## config.mk

```make
export PLATFORM = sky130hd
export DESIGN_NAME = depth_box_backprojection_stats_core_flat
export DESIGN_NICKNAME = d
export VERILOG_FILES = /design/src/design/dbbs_pkg.sv /design/src/design/dbbs_if.sv /design/src/design/depth_box_backprojection_stats_core.sv /design/src/design/dbbs_div.sv /design/src/design/dbbs_cordic.sv /design/src/design/dbbs_dp.sv /design/src/design/dbbs_ctrl.sv /design/src/flat_wrapper.sv
export SDC_FILE = /design/constraint.sdc
export NUM_CORES = 2
export LEC_CHECK = 0
export BUFFER_PORTS_ARGS = -buffer_cell sky130_fd_sc_hd__buf_4
export CORE_UTILIZATION = 40
export DETAILED_ROUTE_END_ITERATION = 8
export PLACE_DENSITY = 0.58
export SYNTH_ARGS = -nofsm -noshare
export SYNTH_HDL_FRONTEND = slang
export SYNTH_HIERARCHICAL = 1
export SYNTH_SLANG_ARGS = --single-unit
export TNS_END_PERCENT = 50
```

## constraint.sdc

```tcl
create_clock -name clk -period 11.5 [get_ports clk]
set_clock_uncertainty 0.1 [all_clocks]
set_input_delay 1.15 -clock clk [delete_from_list [all_inputs] [get_ports clk]]
set_output_delay 1.15 -clock clk [all_outputs]
set_load 0.005 [all_outputs]
```

## src/design/dbbs_pkg.sv

```systemverilog
package dbbs_pkg;

  localparam int CFG_W = 20;
  localparam int DIV_W = 49;
  localparam int SUM_W = 48;
  localparam int CNT_W = 20;

  localparam logic signed [23:0] S24_MAX = 24'sh7FFFFF;
  localparam logic signed [23:0] S24_MIN = 24'sh800000;
  localparam logic [CNT_W-1:0]   COUNT_MAX = 20'hFFFFF;

  localparam logic signed [20:0] PI_Q16 = 21'sd205887;
  localparam logic signed [25:0] TX_Q8  = 26'sd44800;
  localparam logic signed [25:0] TY_Q8  = 26'sd84099;
  localparam logic signed [25:0] TZ_Q8  = 26'sd179456;

  localparam logic [19:0] FOCAL_X_RST  = 20'd153600;
  localparam logic [19:0] FOCAL_Y_RST  = 20'd153600;
  localparam logic [19:0] CENTER_X_RST = 20'd163840;
  localparam logic [19:0] CENTER_Y_RST = 20'd92160;

  typedef enum logic [2:0] {
    KIND_POINT  = 3'd0,
    KIND_MIN    = 3'd1,
    KIND_MAX    = 3'd2,
    KIND_CENTRE = 3'd3,
    KIND_DIR    = 3'd4
  } kind_t;

  typedef enum logic [2:0] {
    REG_FOCAL_X    = 3'd0,
    REG_FOCAL_Y    = 3'd1,
    REG_CENTER_X   = 3'd2,
    REG_CENTER_Y   = 3'd3,
    REG_BOX_LEFT   = 3'd4,
    REG_BOX_TOP    = 3'd5,
    REG_BOX_RIGHT  = 3'd6,
    REG_BOX_BOTTOM = 3'd7
  } reg_idx_t;

  typedef enum logic [4:0] {
    S_IDLE, S_CHECK, S_MUL, S_DIVS, S_DIVW, S_UPD, S_PT, S_FRAME,
    S_MDS, S_MDW, S_ROB, S_CS, S_CW, S_O_MIN, S_O_MAX, S_O_CEN, S_O_DIR
  } state_t;

  typedef struct packed {
    logic       in_ready;
    logic       mul_go;
    logic       div_start;
    logic       div_mean;
    logic [1:0] axis;
    logic       store_bp;
    logic       store_mean;
    logic       update;
    logic       robot;
    logic       zero_robot;
    logic       cor_start;
    logic       store_angle;
    logic       out_load;
    kind_t      out_kind;
    logic       clear;
  } dp_cmd_t;

  typedef struct packed {
    logic in_take;
    logic keep;
    logic last;
    logic count_nz;
    logic div_done;
    logic cor_done;
    logic out_free;
  } dp_status_t;

  function automatic logic signed [23:0] sat24(input logic signed [25:0] v);
    logic signed [23:0] r;
    if (v > 26'(S24_MAX)) r = S24_MAX;
    else if (v < 26'(S24_MIN)) r = S24_MIN;
    else r = v[23:0];
    return r;
  endfunction

  function automatic logic [15:0] atan_q16(input logic [3:0] i);
    logic [15:0] a;
    case (i)
      4'd0:    a = 16'd51472;
      4'd1:    a = 16'd30386;
      4'd2:    a = 16'd16055;
      4'd3:    a = 16'd8150;
      4'd4:    a = 16'd4091;
      4'd5:    a = 16'd2047;
      4'd6:    a = 16'd1024;
      4'd7:    a = 16'd512;
      4'd8:    a = 16'd256;
      4'd9:    a = 16'd128;
      4'd10:   a = 16'd64;
      4'd11:   a = 16'd32;
      4'd12:   a = 16'd16;
      4'd13:   a = 16'd8;
      4'd14:   a = 16'd4;
      default: a = 16'd2;
    endcase
    return a;
  endfunction

endpackage

```

## src/design/dbbs_if.sv

```systemverilog
interface dbbs_in_if;
  logic        valid;
  logic        ready;
  logic [11:0] pixel_col;
  logic [11:0] pixel_row;
  logic [15:0] depth_mm;
  logic        last_pixel;
  modport source (output valid, pixel_col, pixel_row, depth_mm, last_pixel, input ready);
  modport sink (input valid, pixel_col, pixel_row, depth_mm, last_pixel, output ready);
endinterface

interface dbbs_out_if;
  logic               valid;
  logic               ready;
  logic [2:0]         result_kind;
  logic signed [23:0] value_x;
  logic signed [23:0] value_y;
  logic signed [23:0] value_z;
  logic [19:0]        point_count;
  logic               last_result;
  modport source (output valid, result_kind, value_x, value_y, value_z, point_count,
                  last_result, input ready);
  modport sink (input valid, result_kind, value_x, value_y, value_z, point_count,
                last_result, output ready);
endinterface

interface dbbs_cfg_if;
  logic        valid;
  logic        ready;
  logic [2:0]  index;
  logic [19:0] data;
  modport source (output valid, index, data, input ready);
  modport sink (input valid, index, data, output ready);
endinterface

```

## src/design/depth_box_backprojection_stats_core.sv

```systemverilog
// channel   dir  carries
// in_ch     in   depth pixel request: pixel_col, pixel_row, depth_mm, last_pixel
// out_ch    out  result: result_kind, value_x/y/z, point_count, last_result
// cfg_ch    in   register write: index, data
//
// One pixel at a time. A kept pixel takes two passes of the shared radix-2 divider
// plus multiply and update. Once the frame holds a kept pixel, the last pixel adds
// three mean divisions and two 16-step CORDIC runs.
// rst_n is synchronous; config registers and statistics return to their reset values.
// A stalled output holds the block in its emit state; the input waits meanwhile.
module depth_box_backprojection_stats_core import dbbs_pkg::*; #(
  parameter int IMAGE_WIDTH  = 1280,
  parameter int IMAGE_HEIGHT = 720,
  parameter int MAX_DEPTH_MM = 3000
) (
  input  logic       clk,
  input  logic       rst_n,
  dbbs_in_if.sink    in_ch,
  dbbs_out_if.source out_ch,
  dbbs_cfg_if.sink   cfg_ch
);

  dp_cmd_t    cmd;
  dp_status_t sts;

  dbbs_ctrl u_ctrl (
    .clk   (clk),
    .rst_n (rst_n),
    .sts   (sts),
    .cmd   (cmd)
  );

  dbbs_dp #(
    .IMAGE_WIDTH  (IMAGE_WIDTH),
    .IMAGE_HEIGHT (IMAGE_HEIGHT),
    .MAX_DEPTH_MM (MAX_DEPTH_MM)
  ) u_dp (
    .clk    (clk),
    .rst_n  (rst_n),
    .in_ch  (in_ch),
    .out_ch (out_ch),
    .cfg_ch (cfg_ch),
    .cmd    (cmd),
    .sts    (sts)
  );

endmodule

```

## src/design/dbbs_div.sv

```systemverilog
module dbbs_div import dbbs_pkg::*; (
  input  logic             clk,
  input  logic             rst_n,
  input  logic             start,
  input  logic [DIV_W-1:0] dividend,
  input  logic [19:0]      divisor,
  output logic             done,
  output logic [DIV_W-1:0] quot
);

  localparam int CW = $clog2(DIV_W + 1);

  logic [DIV_W-1:0] dvd_r, dvd_nxt;
  logic [19:0]      rem_r, rem_nxt;
  logic [19:0]      dvs_r;
  logic [CW-1:0]    cnt_r, cnt_nxt;
  logic             run_r, run_nxt;
  logic             done_r, done_nxt;
  logic [20:0]      rem_sh;
  logic             qbit;

  assign rem_sh = {rem_r, dvd_r[DIV_W-1]};
  assign qbit   = rem_sh >= {1'b0, dvs_r};

  always_comb begin
    dvd_nxt  = dvd_r;
    rem_nxt  = rem_r;
    cnt_nxt  = cnt_r;
    run_nxt  = run_r;
    done_nxt = 1'b0;
    if (start) begin
      dvd_nxt = dividend;
      rem_nxt = '0;
      cnt_nxt = '0;
      run_nxt = 1'b1;
    end else if (run_r) begin
      rem_nxt = qbit ? 20'(rem_sh - {1'b0, dvs_r}) : rem_sh[19:0];
      dvd_nxt = {dvd_r[DIV_W-2:0], qbit};
      cnt_nxt = cnt_r + 1'b1;
      if (cnt_r == CW'(DIV_W - 1)) begin
        run_nxt  = 1'b0;
        done_nxt = 1'b1;
      end
    end
  end

  always_ff @(posedge clk) begin
    if (!rst_n) begin
      run_r  <= 1'b0;
      done_r <= 1'b0;
      cnt_r  <= '0;
    end else begin
      run_r  <= run_nxt;
      done_r <= done_nxt;
      cnt_r  <= cnt_nxt;
    end
    dvd_r <= dvd_nxt;
    rem_r <= rem_nxt;
    // a zero divisor counts as one
    if (start) dvs_r <= (divisor == '0) ? 20'd1 : divisor;
  end

  assign done = done_r;
  assign quot = dvd_r;

endmodule

```

## src/design/dbbs_cordic.sv

```systemverilog
module dbbs_cordic import dbbs_pkg::*; (
  input  logic               clk,
  input  logic               rst_n,
  input  logic               start,
  input  logic signed [24:0] y_in,
  input  logic signed [24:0] x_in,
  output logic               done,
  output logic signed [23:0] angle
);

  logic signed [27:0] x_r, x_nxt, y_r, y_nxt;
  logic signed [20:0] z_r, z_nxt;
  logic [3:0]         it_r, it_nxt;
  logic               run_r, run_nxt, done_r, done_nxt, zero_r, zero_nxt;
  logic signed [27:0] xs, ys, xe, ye;
  logic signed [20:0] at;
  logic signed [21:0] zr;

  assign xs = x_r >>> it_r;
  assign ys = y_r >>> it_r;
  assign xe = 28'(x_in);
  assign ye = 28'(y_in);
  assign at = 21'($signed({1'b0, atan_q16(it_r)}));

  always_comb begin
    x_nxt = x_r; y_nxt = y_r; z_nxt = z_r; it_nxt = it_r;
    run_nxt = run_r; done_nxt = 1'b0; zero_nxt = zero_r;
    if (start) begin
      zero_nxt = (x_in == '0) && (y_in == '0);
      it_nxt   = '0;
      run_nxt  = 1'b1;
      if (x_in < 0) begin
        // turn by half a circle first
        z_nxt = (y_in >= 0) ? PI_Q16 : -PI_Q16;
        x_nxt = -xe;
        y_nxt = -ye;
      end else begin
        z_nxt = '0;
        x_nxt = xe;
        y_nxt = ye;
      end
    end else if (run_r) begin
      if (!y_r[27]) begin
        x_nxt = x_r + ys; y_nxt = y_r - xs; z_nxt = z_r + at;
      end else begin
        x_nxt = x_r - ys; y_nxt = y_r + xs; z_nxt = z_r - at;
      end
      it_nxt = it_r + 1'b1;
      if (it_r == 4'd15) begin
        run_nxt  = 1'b0;
        done_nxt = 1'b1;
      end
    end
  end

  always_ff @(posedge clk) begin
    if (!rst_n) begin
      run_r  <= 1'b0;
      done_r <= 1'b0;
    end else begin
      run_r  <= run_nxt;
      done_r <= done_nxt;
    end
    x_r    <= x_nxt;
    y_r    <= y_nxt;
    z_r    <= z_nxt;
    it_r   <= it_nxt;
    zero_r <= zero_nxt;
  end

  assign zr    = (22'(z_r) + 22'sd4) >>> 3;
  assign done  = done_r;
  assign angle = zero_r ? 24'sd0 : 24'(zr);

endmodule

```

## src/design/dbbs_dp.sv

```systemverilog
module dbbs_dp import dbbs_pkg::*; #(
  parameter int IMAGE_WIDTH  = 1280,
  parameter int IMAGE_HEIGHT = 720,
  parameter int MAX_DEPTH_MM = 3000
) (
  input  logic       clk,
  input  logic       rst_n,
  dbbs_in_if.sink    in_ch,
  dbbs_out_if.source out_ch,
  dbbs_cfg_if.sink   cfg_ch,
  input  dp_cmd_t    cmd,
  output dp_status_t sts
);

  logic [19:0]        focal_x_r, focal_y_r, center_x_r, center_y_r;
  logic signed [12:0] box_left_r, box_top_r, box_right_r, box_bottom_r;

  logic [11:0] col_r, row_r;
  logic [15:0] depth_r;
  logic        last_r;

  logic [35:0]        prod_r;
  logic               diff_pos_r, neg_r;
  logic signed [23:0] px_r, py_r, xm_r, ym_r, zm_r;
  logic signed [23:0] rx_r, ry_r, rz_r, yaw_r, pitch_r;

  logic signed [23:0] min_x_r, min_y_r, min_z_r, max_x_r, max_y_r, max_z_r;
  logic signed [SUM_W-1:0] sum_x_r, sum_y_r, sum_z_r;
  logic [CNT_W-1:0]   count_r;

  logic               out_valid_r;
  kind_t              out_kind_r;
  logic signed [23:0] out_x_r, out_y_r, out_z_r;
  logic [19:0]        out_count_r;
  logic               out_last_r;

  logic               in_take;
  logic signed [12:0] col_s, row_s;
  logic [11:0]        pos;
  logic [19:0]        centre, focal;
  logic signed [20:0] diff;
  logic [19:0]        diff_mag;
  logic signed [23:0] pz;
  logic signed [SUM_W-1:0] sum_sel, sum_mag;
  logic [DIV_W-1:0]   dividend, quot;
  logic [19:0]        divisor;
  logic               div_done, big;
  logic signed [23:0] qres;
  logic signed [24:0] cor_y, cor_x;
  logic               cor_done;
  logic signed [23:0] angle;

  assign cfg_ch.ready = 1'b1;
  assign in_ch.ready  = cmd.in_ready;
  assign in_take      = in_ch.valid && cmd.in_ready;

  always_ff @(posedge clk) begin
    if (!rst_n) begin
      focal_x_r    <= FOCAL_X_RST;
      focal_y_r    <= FOCAL_Y_RST;
      center_x_r   <= CENTER_X_RST;
      center_y_r   <= CENTER_Y_RST;
      box_left_r   <= '0;
      box_top_r    <= '0;
      box_right_r  <= '0;
      box_bottom_r <= '0;
    end else if (cfg_ch.valid) begin
      case (reg_idx_t'(cfg_ch.index))
        REG_FOCAL_X:    focal_x_r    <= cfg_ch.data;
        REG_FOCAL_Y:    focal_y_r    <= cfg_ch.data;
        REG_CENTER_X:   center_x_r   <= cfg_ch.data;
        REG_CENTER_Y:   center_y_r   <= cfg_ch.data;
        REG_BOX_LEFT:   box_left_r   <= cfg_ch.data[12:0];
        REG_BOX_TOP:    box_top_r    <= cfg_ch.data[12:0];
        REG_BOX_RIGHT:  box_right_r  <= cfg_ch.data[12:0];
        REG_BOX_BOTTOM: box_bottom_r <= cfg_ch.data[12:0];
        default: ;
      endcase
    end
  end

  assign col_s = $signed({1'b0, col_r});
  assign row_s = $signed({1'b0, row_r});

  assign sts.in_take  = in_take;
  assign sts.last     = last_r;
  assign sts.keep     = (col_s >= box_left_r) && (col_s < box_right_r) &&
                        (row_s >= box_top_r) && (row_s < box_bottom_r) &&
                        ({1'b0, col_r} < 13'(IMAGE_WIDTH)) &&
                        ({1'b0, row_r} < 13'(IMAGE_HEIGHT)) &&
                        (depth_r != '0) && ({1'b0, depth_r} <= 17'(MAX_DEPTH_MM));
  assign sts.count_nz = count_r != '0;
  assign sts.div_done = div_done;
  assign sts.cor_done = cor_done;
  assign sts.out_free = !out_valid_r || out_ch.ready;

  // back-projection operands
  assign pos      = cmd.axis[0] ? row_r : col_r;
  assign centre   = cmd.axis[0] ? center_y_r : center_x_r;
  assign focal    = cmd.axis[0] ? focal_y_r : focal_x_r;
  assign diff     = $signed({1'b0, pos, 8'b0}) - $signed({1'b0, centre});
  assign diff_mag = diff[20] ? 20'(-diff) : diff[19:0];
  assign pz       = depth_r[15] ? S24_MAX : $signed({depth_r, 8'b0});

  always_comb begin
    case (cmd.axis)
      2'd0:    sum_sel = sum_x_r;
      2'd1:    sum_sel = sum_y_r;
      default: sum_sel = sum_z_r;
    endcase
  end
  assign sum_mag  = sum_sel[SUM_W-1] ? -sum_sel : sum_sel;
  assign dividend = cmd.div_mean ?
                    DIV_W'(sum_mag) + DIV_W'(count_r >> 1) : DIV_W'({prod_r, 8'b0});
  assign divisor  = cmd.div_mean ? count_r : focal;

  dbbs_div u_div (
    .clk      (clk),
    .rst_n    (rst_n),
    .start    (cmd.div_start),
    .dividend (dividend),
    .divisor  (divisor),
    .done     (div_done),
    .quot     (quot)
  );

  assign big  = |quot[DIV_W-1:23];
  assign qres = neg_r ? (big ? S24_MIN : -$signed(quot[23:0]))
                      : (big ? S24_MAX : $signed(quot[23:0]));

  assign cor_y = cmd.axis[0] ? -25'(ry_r) : 25'(rx_r);
  assign cor_x = 25'(rz_r);

  dbbs_cordic u_cordic (
    .clk   (clk),
    .rst_n (rst_n),
    .start (cmd.cor_start),
    .y_in  (cor_y),
    .x_in  (cor_x),
    .done  (cor_done),
    .angle (angle)
  );

  always_ff @(posedge clk) begin
    if (in_take) begin
      col_r   <= in_ch.pixel_col;
      row_r   <= in_ch.pixel_row;
      depth_r <= in_ch.depth_mm;
      last_r  <= in_ch.last_pixel;
    end
    if (cmd.mul_go) begin
      prod_r     <= diff_mag * depth_r;
      diff_pos_r <= !diff[20] && (diff != '0);
    end
    if (cmd.div_start) neg_r <= cmd.div_mean ? sum_sel[SUM_W-1] : diff_pos_r;
    if (cmd.store_bp) begin
      if (cmd.axis[0]) py_r <= qres;
      else px_r <= qres;
    end
    if (cmd.store_mean) begin
      case (cmd.axis)
        2'd0:    xm_r <= qres;
        2'd1:    ym_r <= qres;
        default: zm_r <= qres;
      endcase
    end
    if (cmd.robot) begin
      rx_r <= sat24(26'(xm_r) + TX_Q8);
      ry_r <= sat24(26'(zm_r) - TY_Q8);
      rz_r <= sat24(TZ_Q8 - 26'(ym_r));
    end else if (cmd.zero_robot) begin
      rx_r <= '0; ry_r <= '0; rz_r <= '0;
    end
    if (cmd.zero_robot) begin
      yaw_r <= '0; pitch_r <= '0;
    end else if (cmd.store_angle) begin
      if (cmd.axis[0]) pitch_r <= angle;
      else yaw_r <= angle;
    end
  end

  // frame statistics
  always_ff @(posedge clk) begin
    if (!rst_n || cmd.clear) begin
      min_x_r <= S24_MAX; min_y_r <= S24_MAX; min_z_r <= S24_MAX;
      max_x_r <= S24_MIN; max_y_r <= S24_MIN; max_z_r <= S24_MIN;
      sum_x_r <= '0; sum_y_r <= '0; sum_z_r <= '0;
      count_r <= '0;
    end else if (cmd.update) begin
      if (px_r < min_x_r) min_x_r <= px_r;
      if (py_r < min_y_r) min_y_r <= py_r;
      if (pz < min_z_r) min_z_r <= pz;
      if (px_r > max_x_r) max_x_r <= px_r;
      if (py_r > max_y_r) max_y_r <= py_r;
      if (pz > max_z_r) max_z_r <= pz;
      // hold sums and count once the count is full
      if (count_r != COUNT_MAX) begin
        sum_x_r <= sum_x_r + SUM_W'(px_r);
        sum_y_r <= sum_y_r + SUM_W'(py_r);
        sum_z_r <= sum_z_r + SUM_W'(pz);
        count_r <= count_r + 1'b1;
      end
    end
  end

  always_ff @(posedge clk) begin
    if (!rst_n) out_valid_r <= 1'b0;
    else if (cmd.out_load) out_valid_r <= 1'b1;
    else if (out_ch.ready) out_valid_r <= 1'b0;
    if (cmd.out_load) begin
      out_kind_r  <= cmd.out_kind;
      out_count_r <= count_r;
      out_last_r  <= cmd.out_kind == KIND_DIR;
      case (cmd.out_kind)
        KIND_POINT:  begin out_x_r <= px_r;    out_y_r <= py_r;    out_z_r <= pz;      end
        KIND_MIN:    begin out_x_r <= min_x_r; out_y_r <= min_y_r; out_z_r <= min_z_r; end
        KIND_MAX:    begin out_x_r <= max_x_r; out_y_r <= max_y_r; out_z_r <= max_z_r; end
        KIND_CENTRE: begin out_x_r <= rx_r;    out_y_r <= ry_r;    out_z_r <= rz_r;    end
        default:     begin out_x_r <= yaw_r;   out_y_r <= pitch_r; out_z_r <= '0;      end
      endcase
    end
  end

  assign out_ch.valid       = out_valid_r;
  assign out_ch.result_kind = out_kind_r;
  assign out_ch.value_x     = out_x_r;
  assign out_ch.value_y     = out_y_r;
  assign out_ch.value_z     = out_z_r;
  assign out_ch.point_count = out_count_r;
  assign out_ch.last_result = out_last_r;

endmodule

```

## src/design/dbbs_ctrl.sv

```systemverilog
module dbbs_ctrl import dbbs_pkg::*; (
  input  logic       clk,
  input  logic       rst_n,
  input  dp_status_t sts,
  output dp_cmd_t    cmd
);

  state_t     state_r, state_nxt;
  logic [1:0] axis_r, axis_nxt;

  always_comb begin
    state_nxt = state_r;
    axis_nxt  = axis_r;
    case (state_r)
      S_IDLE:  if (sts.in_take) state_nxt = S_CHECK;
      S_CHECK: begin
        axis_nxt = 2'd0;
        if (sts.keep) state_nxt = S_MUL;
        else if (sts.last) state_nxt = S_FRAME;
        else state_nxt = S_IDLE;
      end
      S_MUL:   state_nxt = S_DIVS;
      S_DIVS:  state_nxt = S_DIVW;
      S_DIVW:  if (sts.div_done) begin
        if (axis_r == 2'd0) begin
          axis_nxt  = 2'd1;
          state_nxt = S_MUL;
        end else begin
          state_nxt = S_UPD;
        end
      end
      S_UPD:   state_nxt = S_PT;
      S_PT:    if (sts.out_free) state_nxt = sts.last ? S_FRAME : S_IDLE;
      S_FRAME: begin
        axis_nxt  = 2'd0;
        state_nxt = sts.count_nz ? S_MDS : S_O_MIN;
      end
      S_MDS:   state_nxt = S_MDW;
      S_MDW:   if (sts.div_done) begin
        if (axis_r == 2'd2) begin
          state_nxt = S_ROB;
        end else begin
          axis_nxt  = axis_r + 1'b1;
          state_nxt = S_MDS;
        end
      end
      S_ROB:   begin
        axis_nxt  = 2'd0;
        state_nxt = S_CS;
      end
      S_CS:    state_nxt = S_CW;
      S_CW:    if (sts.cor_done) begin
        if (axis_r == 2'd0) begin
          axis_nxt  = 2'd1;
          state_nxt = S_CS;
        end else begin
          state_nxt = S_O_MIN;
        end
      end
      S_O_MIN: if (sts.out_free) state_nxt = S_O_MAX;
      S_O_MAX: if (sts.out_free) state_nxt = S_O_CEN;
      S_O_CEN: if (sts.out_free) state_nxt = S_O_DIR;
      S_O_DIR: if (sts.out_free) state_nxt = S_IDLE;
      default: state_nxt = S_IDLE;
    endcase
  end

  always_comb begin
    cmd          = '0;
    cmd.axis     = axis_r;
    cmd.out_kind = KIND_POINT;
    case (state_r)
      S_IDLE:  cmd.in_ready = 1'b1;
      S_MUL:   cmd.mul_go = 1'b1;
      S_DIVS:  cmd.div_start = 1'b1;
      S_DIVW:  cmd.store_bp = sts.div_done;
      S_UPD:   cmd.update = 1'b1;
      S_PT:    cmd.out_load = sts.out_free;
      S_FRAME: cmd.zero_robot = !sts.count_nz;
      S_MDS:   begin
        cmd.div_start = 1'b1;
        cmd.div_mean  = 1'b1;
      end
      S_MDW:   cmd.store_mean = sts.div_done;
      S_ROB:   cmd.robot = 1'b1;
      S_CS:    cmd.cor_start = 1'b1;
      S_CW:    cmd.store_angle = sts.cor_done;
      S_O_MIN: begin
        cmd.out_load = sts.out_free;
        cmd.out_kind = KIND_MIN;
      end
      S_O_MAX: begin
        cmd.out_load = sts.out_free;
        cmd.out_kind = KIND_MAX;
      end
      S_O_CEN: begin
        cmd.out_load = sts.out_free;
        cmd.out_kind = KIND_CENTRE;
      end
      S_O_DIR: begin
        cmd.out_load = sts.out_free;
        cmd.out_kind = KIND_DIR;
        cmd.clear    = sts.out_free;
      end
      default: ;
    endcase
  end

  always_ff @(posedge clk) begin
    if (!rst_n) begin
      state_r <= S_IDLE;
      axis_r  <= 2'd0;
    end else begin
      state_r <= state_nxt;
      axis_r  <= axis_nxt;
    end
  end

endmodule

```

## src/flat_wrapper.sv

```systemverilog
// flat-port wrapper written by rule: the top's interface ports become plain ports
module depth_box_backprojection_stats_core_flat import dbbs_pkg::*;
#(
  parameter int IMAGE_WIDTH  = 1280,
  parameter int IMAGE_HEIGHT = 720,
  parameter int MAX_DEPTH_MM = 3000
)
  (clk, rst_n, in_ch_valid, in_ch_pixel_col, in_ch_pixel_row, in_ch_depth_mm, in_ch_last_pixel, in_ch_ready, out_ch_valid, out_ch_result_kind, out_ch_value_x, out_ch_value_y, out_ch_value_z, out_ch_point_count, out_ch_last_result, out_ch_ready, cfg_ch_valid, cfg_ch_index, cfg_ch_data, cfg_ch_ready);
  dbbs_in_if in_ch_i ();
  dbbs_out_if out_ch_i ();
  dbbs_cfg_if cfg_ch_i ();
  input  logic clk;
  input  logic rst_n;
  input wire logic [$bits(in_ch_i.valid)-1:0] in_ch_valid;
  input wire logic [$bits(in_ch_i.pixel_col)-1:0] in_ch_pixel_col;
  input wire logic [$bits(in_ch_i.pixel_row)-1:0] in_ch_pixel_row;
  input wire logic [$bits(in_ch_i.depth_mm)-1:0] in_ch_depth_mm;
  input wire logic [$bits(in_ch_i.last_pixel)-1:0] in_ch_last_pixel;
  output wire logic [$bits(in_ch_i.ready)-1:0] in_ch_ready;
  output wire logic [$bits(out_ch_i.valid)-1:0] out_ch_valid;
  output wire logic [$bits(out_ch_i.result_kind)-1:0] out_ch_result_kind;
  output wire logic [$bits(out_ch_i.value_x)-1:0] out_ch_value_x;
  output wire logic [$bits(out_ch_i.value_y)-1:0] out_ch_value_y;
  output wire logic [$bits(out_ch_i.value_z)-1:0] out_ch_value_z;
  output wire logic [$bits(out_ch_i.point_count)-1:0] out_ch_point_count;
  output wire logic [$bits(out_ch_i.last_result)-1:0] out_ch_last_result;
  input wire logic [$bits(out_ch_i.ready)-1:0] out_ch_ready;
  input wire logic [$bits(cfg_ch_i.valid)-1:0] cfg_ch_valid;
  input wire logic [$bits(cfg_ch_i.index)-1:0] cfg_ch_index;
  input wire logic [$bits(cfg_ch_i.data)-1:0] cfg_ch_data;
  output wire logic [$bits(cfg_ch_i.ready)-1:0] cfg_ch_ready;
  assign in_ch_i.valid = in_ch_valid;
  assign in_ch_i.pixel_col = in_ch_pixel_col;
  assign in_ch_i.pixel_row = in_ch_pixel_row;
  assign in_ch_i.depth_mm = in_ch_depth_mm;
  assign in_ch_i.last_pixel = in_ch_last_pixel;
  assign in_ch_ready = in_ch_i.ready;
  assign out_ch_valid = out_ch_i.valid;
  assign out_ch_result_kind = out_ch_i.result_kind;
  assign out_ch_value_x = out_ch_i.value_x;
  assign out_ch_value_y = out_ch_i.value_y;
  assign out_ch_value_z = out_ch_i.value_z;
  assign out_ch_point_count = out_ch_i.point_count;
  assign out_ch_last_result = out_ch_i.last_result;
  assign out_ch_i.ready = out_ch_ready;
  assign cfg_ch_i.valid = cfg_ch_valid;
  assign cfg_ch_i.index = cfg_ch_index;
  assign cfg_ch_i.data = cfg_ch_data;
  assign cfg_ch_ready = cfg_ch_i.ready;
  depth_box_backprojection_stats_core #(.IMAGE_WIDTH(IMAGE_WIDTH), .IMAGE_HEIGHT(IMAGE_HEIGHT), .MAX_DEPTH_MM(MAX_DEPTH_MM)) u_core (.clk(clk), .rst_n(rst_n), .in_ch(in_ch_i), .out_ch(out_ch_i), .cfg_ch(cfg_ch_i));
endmodule
```

; Yosys cells after proc, flatten, opt, wreduce, memory -nomap -nowiden
; Memory sizes are Yosys's and may differ from the RTL's. A register that Yosys moved wholly into a read port is not among the register bits.
; Index checks and enable logic that the tools add are counted.
[op_classes]
n_addsub = 26
multipliers = 1
magnitude_cmp = 22
eq_ne = 42
shifts = 2
n_mux = 92
n_bitwise = 5
reduce_logical = 63
[ops]
columns = operator, n
row1 = 24-bit two-way mux, 14
row2 = 24-bit case mux with 4 select lines, 3
row3 = 28-bit two-way mux, 8
row4 = 49-bit two-way mux, 3
row5 = 48-bit by 24-bit adder with 48-bit output, 3
row6 = 21-bit two-way mux, 5
row7 = 20-bit two-way mux, 5
row8 = 48-bit case mux with 2 select lines, 1
row9 = 5-bit case mux with 17 select lines, 1
row10 = 25-bit by 24-bit greater-than comparator with 1-bit output (second input constant), 3
row11 = 25-bit by 24-bit < comparator with 1-bit output (second input constant), 3
row12 = 24-bit greater-than comparator, 3
row13 = 24-bit < comparator, 3
row14 = 28-bit adder, 2
row15 = 28-bit by 4-bit >>> shifter with 28-bit output, 2
row16 = 28-bit subtractor, 2
row17 = 25-bit logical NOT, 2
row18 = 48-bit by 20-bit adder with 49-bit output, 1
row19 = 48-bit two-way mux, 1
row20 = 48-bit negation, 1
row21 = 5-bit two-way mux, 9
row22 = 2-bit AND reduction, 22
row23 = 5-bit by 4-bit equality test with 1-bit output (second input constant), 8
row24 = 20-bit by 16-bit multiplier with 36-bit output, 1
row25 = other kinds (66), 147
[totals]
regBits = 1044
romBits = 256
in_bits = 69
out_inout_bits = 99
word_cells = 311
n_memories = 1
[mem_list]
columns = name, depth, width, read_ports, rd_clocked_by_memory_dff, wr, line_no
row1 = (name not given), 16, 16, 1, 1, 0, dbbs_pkg.sv:84  ; case (i)

; Depth between registers and ports, before layout
[depth]
word_depth = 10
ltp_mapped = 47
mapped_depth_nobuf = 35

; Modules after synthesis
; The synthesis kept the hierarchy.
[modules_own_cells]
columns = mod, n_inst, cells_each, area_each_um2, seq_area_each_um2
row1 = dbbs_dp, 1, 6887, 62138.3, 20509.7
row2 = dbbs_cordic, 1, 1674, 13760.7, 2782.7
row3 = dbbs_div, 1, 481, 5306.3, 2632.5
row4 = dbbs_ctrl, 1, 116, 849.6, 140.1

; Least setup slack after synthesis
; No wires, ideal clock.
[synth_timing]
path_kind = flip-flop to flip-flop
start = register u_core.u_ctrl.axis_r[0]
end = register u_core.u_dp.prod_r[33], data pin
setup_time_ps = 259
t_arrival_ps = 11061
required_ps = 11141
path_slack_ps = 80
path_stages_with_launch = 47
n_path_buf = 12
period_less_slack_ps = 11420
path_cell_list = dfxtp_1 buf_6 buf_12 buf_6 buf_6 buf_6 buf_6 buf_2 clkbuf_1 buf_1 clkbuf_1 mux2i_1 ha_1 clkbuf_1 and4_1 a31oi_1 o2111ai_1 and3_1 [11 not listed] fa_1 inv_1 fa_1 fa_1 inv_1 fa_1 inv_1 ha_1 and3_1 and3_1 a211oi_1 o21ai_0 a221o_1 a221o_1 o21a_1 a211o_1 a21oi_1 xnor2_1
[synth_via]
elab_chain_cells = 5
elab_cells_between_ends = 6
classes_between = add/sub (2) / mul (1) / mux (3)
[synth_lines]
columns = item, line_no
row1 = from (decl), dbbs_ctrl.sv:9  ; logic [1:0] axis_r, axis_nxt;
row2 = from (signal assigned), dbbs_ctrl.sv:115  ; axis_r <= axis_nxt;
row3 = 20-bit two-way mux / 12-bit two-way mux (equally long branches), "dbbs_dp.sv:99, dbbs_dp.sv:98"
row4 = 20-bit by 20-bit subtractor with 21-bit output *, dbbs_dp.sv:101  ; assign diff = $signed({1'b0, pos, 8'b0}) - $signed({1'b0, centre});
row5 = 20-bit negation, dbbs_dp.sv:102  ; assign diff_mag = diff[20] ? 20'(-diff) : diff[19:0];
row6 = 20-bit two-way mux *, dbbs_dp.sv:102
row7 = 20-bit by 16-bit multiplier with 36-bit output *, dbbs_dp.sv:152  ; prod_r <= diff_mag * depth_r;
row8 = to (signal assigned), dbbs_dp.sv:152
row9 = to (decl), dbbs_dp.sv:22  ; logic [35:0] prod_r;
; Mark *: on every way between the ends. The rest lies on a longest branch, timed or not.
; A chain may end at the register's enable or synchronous reset.

; Worst setup path in the final report
; Same ends and word-level chain as after synthesis.

==> results.toml <==
[clock_network]
cts_resized = 0
cts_buffers = 121
cts_setup_buffers = 0
clock_sinks = 1045
clk_latency_ns = 0.82
cts_buffer_depth = 3
hold_buffers = 0
htreeDepth = 3
tritoncts = "done"
clkTransAtPathRegs_ns = 0.06
root_buffer = "clkbuf_16"

[global_route]
overflow = 0
antenna_found_initial = 6
track_usage_pct = 24.9
grt_pass1_wl_mm = 400
grt_pass1_vias = 65100
grt_max_degree = 97

[logic_synthesis]
synth_edf_count = 514
synth.avg_cell_area_um2 = 8.96
syn_area_um2 = 82100
syn_nets = 10000
yosysTopAreaCellShare_pct = 18.8
synth_cells = 9158
synth-main-ff-cell = "dfxtp_1"
ys_seq_area_share_pct = 31.8
synth.most_common_cell = "nand2_1"
ys_seq_elements = 1045
yosys_warnings = 6
ys_types = 137
synth.area.top_cells = "edfxtp_1, dfxtp_1, ha_1"
yosys.area.top_type = "edfxtp_1"
netlist_top_cells_count = "nand2_1, inv_1, a21oi_1, ha_1, nor2_1"
postSynth.asyncResetShare_pct = 0

[timing]
tightest_slew_ns = 1.42
drv_slew = 0
period_share_pct = 91.2
slew_headroom_pct = 4.99
tns_ns = 0
rsz0062_at_grt = "false"
timing.fmax_ghz = 0.0954
fin_crit_ns = 10.48
setup_viol = 0
hold_viol = 0

[cells_and_area]
layout-drive-gt1-share_pct = 10.1
final_util_pct = 44.1
nNetsFinal = 9950
syn_to_final_growth_pct = 9.19
design_area_um2 = 89600

[placed_design]
placed_area_um2 = 85400
place.gp.congestion = 0.941
portBuffers = 166
dp_hpwl_mm = 196

[drt]
routedWlPerCell_um = 22.2
vias_per_cell = 5.70
drc = 0
first_pass_iters = 8
drtAntennaViolNets = 0
routed_wirelength_mm = 263
num_vias = 67600
drt-initial-drc-count = 5836

[worst_setup_path]
cp_slowest_cell = "xnor2_1"
required_ns = 11.92
critPathBufInv = 5
start_kind = "flip-flop"
slowest_delay_ns = 0.72
arrival_ns = 10.90
critPathCaptureType = "flip-flop"
critPathKind = "reg -> reg"
critPathTopFamily = "adder cells"
crit_top_cell = "fa_1"
crit_fanout = 23

[floorplanning]
initial_core_util_pct = 40.4
dieArea_um2 = 207000
fp.dieH_um = 455
fp-row-count = 165
die_w_um = 455
io_pins = 168
core-area_um2 = 203000

[run_status]
outcome = "finished, final reports clean"

[worst_hold_path]
hp-class = "reg -> reg"

[job]
drv_cap = 0
-- worst register-to-register path, delay by kind of cell (launching register included) --
kind,cells,cell delay [ns]
buffers and inverters,5,0.26
flip-flops,1,0.56
adder cells (fa/ha/maj),8,3.87
AND/OR/NAND/NOR,5,1.08
XOR/XNOR,2,0.80
multiplexers,1,0.40
AO/OA/AOI/OAI,12,3.17
-- flip-flops by register name, indices dropped and copies added (netlist names), 28 cells and up --
name                      count
u_core/u_dp/u_div/quot       49
u_core/u_dp/sum_x_r          48
u_core/u_dp/sum_y_r          48
u_core/u_dp/sum_z_r          48
u_core/u_dp/prod_r           36
u_core/u_dp/u_cordic/x_r     28
u_core/u_dp/u_cordic/y_r     28
-- per-layer routing --
layer	vias to the layer above	routed length, um	global-route usage [%]	part of all wire, %
met5	-	13	0	0.0049
met4	2	9570	8.77	3.6
met3	393	12700	2.77	4.8
met2	1921	125000	41.8	47
li1	32200	-	-	-
met1	33100	116000	33.1	44
-- cell usage in the layout, fill, tap and decap left out, types with 81 or more instances in the layout --
master | Yosys | routed
mux2i_1 | 212 | 212
nand2_1 | 1312 | 1311
o21ai_0 | 410 | 408
o21a_1 | 105 | 104
a21o_1 | 183 | 183
xor2_1 | 195 | 195
nand4_1 | 91 | 91
a211oi_1 | 82 | 81
fa_1 | 258 | 258
edfxtp_1 | 514 | 514
clkbuf_16 | 0 | 122
xnor2_1 | 320 | 320
o211ai_1 | 105 | 105
and2_1 | 179 | 178
inv_1 | 645 | 645
nor3_1 | 164 | 159
nand3_1 | 171 | 171
buf_4 | 38 | 280
nor2_1 | 545 | 540
nor2b_1 | 106 | 103
a21oi_1 | 565 | 563
dfxtp_1 | 531 | 525
ha_1 | 557 | 557
mux2_2 | 180 | 180
a21boi_0 | 136 | 136
-- cell families (layout without fill, tap and decap cells) --
kind of cell | Yosys count | after routing | share of synthesized area (%)
AOI/OAI and AO/OA | 2082 | 2082 | 16.6
xor gates and xnor gates | 518 | 518 | 5.56
adders and majority gates | 815 | 815 | 14.8
buffers and inverters | 1145 | 1162 | 5.72
DFF | 1045 | 1045 | 31.8
muxes | 502 | 502 | 7.87
other | 1 | 6 | 0.00457
and+or+nand+nor | 3050 | 3050 | 17.7
-- final timing paths --
path / depth (start not counted) / startpoint / slack (ns) / endpoint
setup reg to reg: 33 / u_core/u_ctrl/axis_r[0] / 1.02 / u_core/u_dp/prod_r[33]
setup / recovery: 33 / u_core/u_ctrl/axis_r[0] / 1.02 / u_core/u_dp/prod_r[33]
hold / removal: 2 / u_core/u_dp/pitch_r[11] / 0.35 / u_core/u_dp/pitch_r[11]
hold reg to reg: 2 / u_core/u_dp/pitch_r[11] / 0.35 / u_core/u_dp/pitch_r[11]
-- stage by stage --
step / cells / worst slack [ns] / hold WS, ns
2_1_floorplan: 9158 / 0.0798 / 0.333
3_3_place_gp: 11600 / 0.789 / 0.338
3_5_place_dp: 11600 / 0.697 / 0.343
6_report: 11900 / 1.02 / 0.351
5_1_grt: 11800 / 0.390 / 0.365
4_1_cts: 11800 / 0.655 / 0.350
-- final cells by class --
class | count | area [um^2]
Sequential cell | 1045 | 26100
Clock inverter | 69 | 763
Multi-Input combinational cell | 6968 | 51500
Antenna cell | 5 | 12.5
Inverter | 650 | 2440
Clock buffer | 163 | 3390
Timing Repair Buffer | 280 | 2100
Fill cell | 19700 | 113000
Tap cell | 2672 | 3340
Power is left out: the tool's default activity adds up to more than one toggle a clock period on the data nets, which glitch-free logic cannot reach.
